`config.mk`:
```
export PLATFORM = sky130hd
export DESIGN_NAME = mvpm_ctrl
export DESIGN_NICKNAME = d
export VERILOG_FILES = /design/src/sv/mvpm_pkg.sv /design/src/sv/mvpm_ctrl.sv
export SDC_FILE = /design/constraint.sdc
export NUM_CORES = 1
export LEC_CHECK = 0
export BUFFER_PORTS_ARGS = -buffer_cell sky130_fd_sc_hd__buf_4
export CAP_MARGIN = 20
export CORE_AREA = 2 2 39 41
export DETAILED_ROUTE_END_ITERATION = 10
export DIE_AREA = 0 0 41 43
export HOLD_SLACK_MARGIN = 0.15
export PLACE_DENSITY = 0.7
export SYNTH_ARGS = -nofsm -noshare
export SYNTH_HDL_FRONTEND = slang
export SYNTH_SLANG_ARGS = --single-unit
```
`constraint.sdc`:
```
create_clock -name i_clk -period 2.3 [get_ports i_clk]
set_input_delay 0.115 -clock i_clk [delete_from_list [all_inputs] [get_ports i_clk]]
set_output_delay 0.115 -clock i_clk [all_outputs]
set_load 0.005 [all_outputs]
```
`src/sv/mvpm_pkg.sv`:
```
// Shared types, action codes and arithmetic constants for the pan mixer.
`default_nettype none

package mvpm_pkg;

    // Action codes carried in the action field of an input transaction.
    localparam logic [2:0] ACT_LOAD  = 3'd0;
    localparam logic [2:0] ACT_START = 3'd1;
    localparam logic [2:0] ACT_SET   = 3'd2;
    localparam logic [2:0] ACT_STOP  = 3'd3;
    localparam logic [2:0] ACT_MIX   = 3'd4;

    // Clamp limits for volume and separation.
    localparam logic [6:0] VOL_MAX = 7'd127;
    localparam logic [7:0] SEP_MAX = 8'd254;

    // Output sample range.
    localparam int SMP_MAX = 32767;
    localparam int SMP_MIN = -32768;

    // Division by 127 as a multiply and shift, exact for products below 33554.
    localparam logic [15:0] DIV127_M  = 16'd33027;
    localparam int          DIV127_SH = 22;

    // Shift used by the store address reduction reciprocal.
    localparam int RECIP_SH = 32;

    // Stages between issuing a voice and its sum landing in the accumulators.
    localparam int PIPE_LAT = 4;
    localparam int DRN_W    = $clog2(PIPE_LAT);

    // One input transaction.
    typedef struct packed {
        logic [2:0]         action;
        logic [3:0]         voice;
        logic [7:0]         volume;
        logic [7:0]         separation;
        logic [15:0]        sound_address;
        logic [15:0]        sound_length;
        logic signed [15:0] sample_word;
        logic signed [15:0] music_sample;
        logic               music_on;
    } t_mix_in;

    // One result transaction.
    typedef struct packed {
        logic signed [15:0] left_out;
        logic signed [15:0] right_out;
        logic               frame_valid;
        logic [15:0]        active_mask;
    } t_mix_out;

    // Commands from the controller to the datapath.
    typedef struct packed {
        logic cap;       // capture the accepted transaction, clear accumulators
        logic exec;      // perform load or stop
        logic gain_mul;  // form the gain products
        logic gain_wr;   // write gains, and voice setup on start
        logic mix_step;  // walk one voice through the mix pipeline
        logic res_ld;    // load the result register
    } t_ctl;

endpackage

`default_nettype wire

```
`src/sv/mvpm_ctrl.sv`:
```
// Sequencing state machine for the pan mixer.
`default_nettype none

module mvpm_ctrl #(
    parameter int VOICES = 16,
    parameter int VI_W   = 4
) (
    input  wire logic             i_clk,
    input  wire logic             i_rst_n,
    input  wire logic             start,
    input  wire logic [2:0]       i_action,
    output logic                  busy,
    output logic                  o_strobe,
    output mvpm_pkg::t_ctl        o_ctl,
    output logic [VI_W-1:0]       o_idx
);
    import mvpm_pkg::*;

    typedef enum logic [2:0] {
        S_IDLE,
        S_EXEC,
        S_GAIN,
        S_GWR,
        S_MIX,
        S_DRAIN,
        S_OUT
    } t_state;

    localparam logic [VI_W-1:0]  K_LAST = VI_W'(VOICES - 1);
    localparam logic [DRN_W-1:0] D_LAST = DRN_W'(PIPE_LAT - 1);

    t_state            r_state;
    logic [VI_W-1:0]   r_k;
    logic [DRN_W-1:0]  r_d;
    logic              r_strobe;
    logic              w_accept;

    assign busy     = (r_state != S_IDLE);
    assign w_accept = start && !busy;
    assign o_strobe = r_strobe;
    assign o_idx    = r_k;

    // Commands decode directly from the state; cap also needs an accepted start.
    always_comb begin
        o_ctl          = '0;
        o_ctl.cap      = w_accept;
        o_ctl.exec     = (r_state == S_EXEC);
        o_ctl.gain_mul = (r_state == S_GAIN);
        o_ctl.gain_wr  = (r_state == S_GWR);
        o_ctl.mix_step = (r_state == S_MIX);
        o_ctl.res_ld   = (r_state == S_OUT);
    end

    // State, voice counter, drain counter and result strobe.
    always_ff @(posedge i_clk) begin
        if (!i_rst_n) begin
            r_state  <= S_IDLE;
            r_k      <= '0;
            r_d      <= '0;
            r_strobe <= 1'b0;
        end else begin
            r_strobe <= (r_state == S_OUT);
            case (r_state)
                S_IDLE: begin
                    if (w_accept) begin
                        r_k <= '0;
                        r_d <= '0;
                        case (i_action)
                            ACT_LOAD, ACT_STOP: r_state <= S_EXEC;
                            ACT_START, ACT_SET: r_state <= S_GAIN;
                            ACT_MIX:            r_state <= S_MIX;
                            default:            r_state <= S_OUT;
                        endcase
                    end
                end
                S_EXEC: begin
                    r_state <= S_DRAIN;
                end
                S_GAIN: begin
                    r_state <= S_GWR;
                end
                S_GWR: begin
                    r_state <= S_OUT;
                end
                S_MIX: begin
                    if (r_k == K_LAST) begin
                        r_state <= S_DRAIN;
                    end else begin
                        r_k <= r_k + 1'b1;
                    end
                end
                S_DRAIN: begin
                    if (r_d == D_LAST) begin
                        r_state <= S_OUT;
                    end else begin
                        r_d <= r_d + 1'b1;
                    end
                end
                S_OUT: begin
                    r_state <= S_IDLE;
                end
                default: begin
                    r_state <= S_IDLE;
                end
            endcase
        end
    end

endmodule

`default_nettype wire

```
### Yosys cells after proc, flatten, opt, wreduce, memory -nomap -nowiden

Index checks and enable logic that the tools add are counted.

* eq/ne operators: 17
* multiplexer cells: 11
* $lt $le $gt $ge: 0
* bitwise operators: 0
* divide/modulo/power cells: 0
* reduce and logical (&&, ||, !) cells: 12
* shift operators: 0
* $add $sub $neg: 2
* multiply operators: 0

Operator list (count)
* $pmux W3 S6: 1
* $eq A3 B2 Y1 const B: 4
* $eq A3 B3 Y1 const B: 4
* $mux W3: 3
* $pmux W3 S3: 1
* $reduce_and A3 Y1: 3
* $mux W4: 2
* $ne A2 B2 Y1 const B: 4
* $pmux W4 S2: 1
* $eq A3 B1 Y1 const B: 2
* $logic_not A3 Y1: 2
* $add A4 B1 Y4 const B: 1
* $eq A4 B4 Y1 const B: 1
* $mux W2: 2
* $pmux W2 S2: 1
* $reduce_bool A2 Y1: 2
* $reduce_or A2 Y1: 2
* $reduce_bool A3 Y1: 1
* $add A2 B1 Y2 const B: 1
* $eq A2 B2 Y1 const B: 1
* $ne A2 B1 Y1 const B: 1
* $logic_and A1 B1 Y1: 1
* $logic_not A1 Y1: 1

* memories kept: 0
* latch bits: 0
* word-level logic and storage cells: 46
* memory bits (writable): 0
* flip-flop bits (word level): 10
* bits in read-only memories: 0

### Longest topological paths before layout

* word-level depth: 5
* gate-level depth with buffers: 5
* gate-level depth less buffers: 5

### Worst setup path after synthesis

Ideal clock, no wire load.

* path kind: register -> register
* start: register r_state[2]
* end: register r_d[1]
* library setup time: 70 ps
* setup slack: 1100 ps
* stages on the path, launching flop included: 6
* arrival time: 1130 ps
* clock period less this slack: 1200 ps
* required time: 2230 ps
* cells stage by stage: dfxtp_1 > buf_6 > or3b_1 > a21oi_2 > nand4_1 > a21boi_1

* word-level cells in the longest chain between the ends: 5

Ends and longest elaborated chain
* from (decl): line mvpm_ctrl.sv:32 `t_state r_state;`
* from (signal assigned): line mvpm_ctrl.sv:57 `r_state <= S_IDLE;`
* from (signal assigned): line mvpm_ctrl.sv:69 `ACT_LOAD, ACT_STOP: r_state <= S_EXEC;`
* from (signal assigned): line mvpm_ctrl.sv:70 `ACT_START, ACT_SET: r_state <= S_GAIN;`
* $reduce_bool A3 Y1: line mvpm_ctrl.sv:38 `assign busy = (r_state != S_IDLE);`
* $logic_not A1 Y1: line mvpm_ctrl.sv:39 `assign w_accept = start && !busy;`
* $logic_and A1 B1 Y1: line mvpm_ctrl.sv:39
* $ne A2 B2 Y1 (no line)
* $reduce_and A3 Y1 (no line)
* to (signal assigned): line mvpm_ctrl.sv:96 `r_d <= r_d + 1'b1;`
* to (decl): line mvpm_ctrl.sv:34 `logic [DRN_W-1:0] r_d;`

Several ways; a longest one is shown, not always the timed one.
A chain may end at the register's enable or synchronous reset.

==> out/results.txt <==
IO Port Bufs: 17
Post-synth ARST share: 0
Largest fanout on the critical path: 19
Area contributors post-synth: dfxtp_1, xor2_1, nand3_1, nor2_1, nand2_1
Worst min path class: input port to register
Vias in the first global route: 456
Post-CTS Hold Buffers: 1
P_leak: 0.334 nW
Vias: 564
Number of max-cap violations: 0
Transition time of the tightest slew-check pin: 0.559 ns
Mapped Cells: 74
Total CTS buffers: 3
Fmax: 621 MHz
# IOs: 18
Fin Hold WS: 0.209 ns
Final instance area: 749 µm²
Final WL: 1090 µm
Netlist cell types: 30
Highest cell delay on the worst timing path: 0.68 ns
Filler cell count: 143
Critical Path, Cell by Cell: nor3b_2 > buf_4
# nets final: 100
ANT nets after route: 0
CP Data Required Time: 2.18 ns
Worst path slowest cell: dfxtp_1
Slew HR: 0.627
Root Driver: clkbuf_4
R2R cell count: 4
Setup TNS: 0 ns
DR iter-0 viols: 6
Post-CTS sizing: 0
R2R Setup Slk: 0.75 ns
Synth area leader: dfxtp_1
Routability cong.: 0.754
CP Class: register to output pin
Diodes inserted: 0
Ys flop type: dfxtp_1
Core area: 1380 µm²
Power Total: 718 µW
Cells on Worst Hold Path: 4
Yosys reg bits: 10
CP Data Arrival Time: 1.50 ns
Post-place setup slack: 0.791 ns
Largest net degree at the start of global routing: 20
GRT Overall Usage: 0.147
First-pass GRT wire length: 1790 µm
Clock Skews: 0.00147 ns
Share of cells above drive strength 1: 0.253
Status: finished, final reports clean
Worst r2r dst: r_state[0]
Die area: 1760 µm²
Remaining Overflow, GRT: 0
Max clock buf depth: 2
Crit Reg-Reg Startpoint: r_state[2]
Peak VDD IR: 0.379 mV
Area share of the largest cell type after synthesis: 0.340
Endpoints failing hold: 0
Avg Synthesized Cell Area: 7.95 µm²
Drt drc: 0
Setup-failing EPs final: 0
Setup crit end kind: output pin
Crit. Startpoint: r_state[2]
Power Density: 958 nW/µm²
Dpl hpwl: 857 µm
Row count: 14
Die Span Y: 43 µm
Vias per inst: 5.27
Crit path launch type: register
CTS tree: built
Syn Std Cell Area: 588 µm²
Starting Density: 0.425
Setup Buffers After CTS: 0
H-tree depth: 1
Reg clk slew, reported paths: 0.07 ns
Syn nets: 82
Initial DRT Pass Iterations: 3
Crit path time final: 1.61 ns
Crit path to: o_ctl[1]
EDFF count, synth: 0
Final Cycle Share: 0.700
Max Slew Vio Count: 0
PnR worst setup slack: 0.690 ns
Skew-Pair Late Insertion Delay: 0.27 ns
Width of the die: 41 µm
Avg WL per Cell: 10.2 µm
Initial antenna violation count: 0
CTS Sinks: 10
Synth warn: 0
Register area share after synthesis: 0.340
Cell Area, Placed: 703 µm²
Synthesis-to-layout area growth: 27.4%
RSZ-0062 raised after global routing: no
[area by class of cell]
class | count | area [µm²] | area share
Sequential cell | 10 | 200 | 0.267
Timing Repair Buffer | 18 | 138 | 0.184
Clock buffer | 4 | 36.3 | 0.0484
Multi-Input combinational cell | 56 | 344 | 0.459
Tap cell | 16 | 20.0 | 0.0267
Inverter | 3 | 11.3 | 0.0150
[synth_stat cells, drive strengths merged (2+ instances only)]
cell / n
dfxtp: 10
nor2: 8
nand2: 7
nand3: 6
buf: 4
nor3b: 4
xor2: 4
a21oi: 3
inv: 3
o21ai: 3
a21boi: 2
and3: 2
ha: 2
nand2b: 2
nand3b: 2
nand4: 2
o22ai: 2
[kinds of logic after synthesis]
kind of cell	count (synthesis)	share of synthesized area
xor+xnor	4	0.0596
compound gates	12	0.132
buf+inv	8	0.0745
flops	10	0.340
fa+ha+maj	2	0.0425
simple gates	38	0.351
[registers in the layout, indices dropped and copies added (netlist names)]
| signal | flops |
|---|---|
| o_strobe | 1 |
| r_state | 3 |
| r_d | 2 |
| o_idx | 4 |
[per-stage QoR]
stage,util,cells
CTS,0.542,107
detailed placement,0.508,102
global route,0.542,107
floorplan,-,74
finish,0.542,107
global placement,0.508,102
[cells in the final DEF, fill, tap and decap left out, drive strengths merged, types with 3 or more instances in the layout]
master / n
buf: 17
dfxtp: 10
nor2: 8
nand2: 7
nand3: 6
xor2: 4
nor3b: 4
clkbuf: 4
inv: 3
o21ai: 3
a21oi: 3
[worst max-delay path: cells and delay by family (launching register included)]
family | cells | cell delay [ns]
buffers and inverters | 1 | 0.17
and+or+nand+nor | 1 | 0.38
DFF | 1 | 0.68
[how the worst min path moves through the flow]
| stage | slack [ns] | from | end |
|---|---|---|---|
| after CTS | 0.20 | i_action[2] | r_state[0] |
| after detailed placement | 0.39 | i_rst_n | r_state[2] |
| final | 0.21 | i_action[2] | r_state[0] |
| after global routing | 0.23 | i_action[2] | r_state[0] |
| after floorplan | 0.24 | i_rst_n | r_state[2] |
| after global placement | 0.39 | i_rst_n | r_state[2] |
[where the power goes]
part / internal, mW / total [mW] / switching, mW
sequential: 0.203 / 0.286 / 0.0827
clock: 0.0962 / 0.158 / 0.0618
combinational: 0.151 / 0.274 / 0.124
[routing by layer]
| metal | vias up | global-route usage | wire, µm |
|---|---|---|---|
| met2 | 14 | 0.213 | 509 |
| met3 | 2 | 0.0314 | 50 |
| li1 | 296 | - | - |
| met4 | 0 | 0.0800 | 14 |
| met5 | - | 0 | 0 |
| met1 | 252 | 0.196 | 519 |
(Power assumes the default switching activity.)
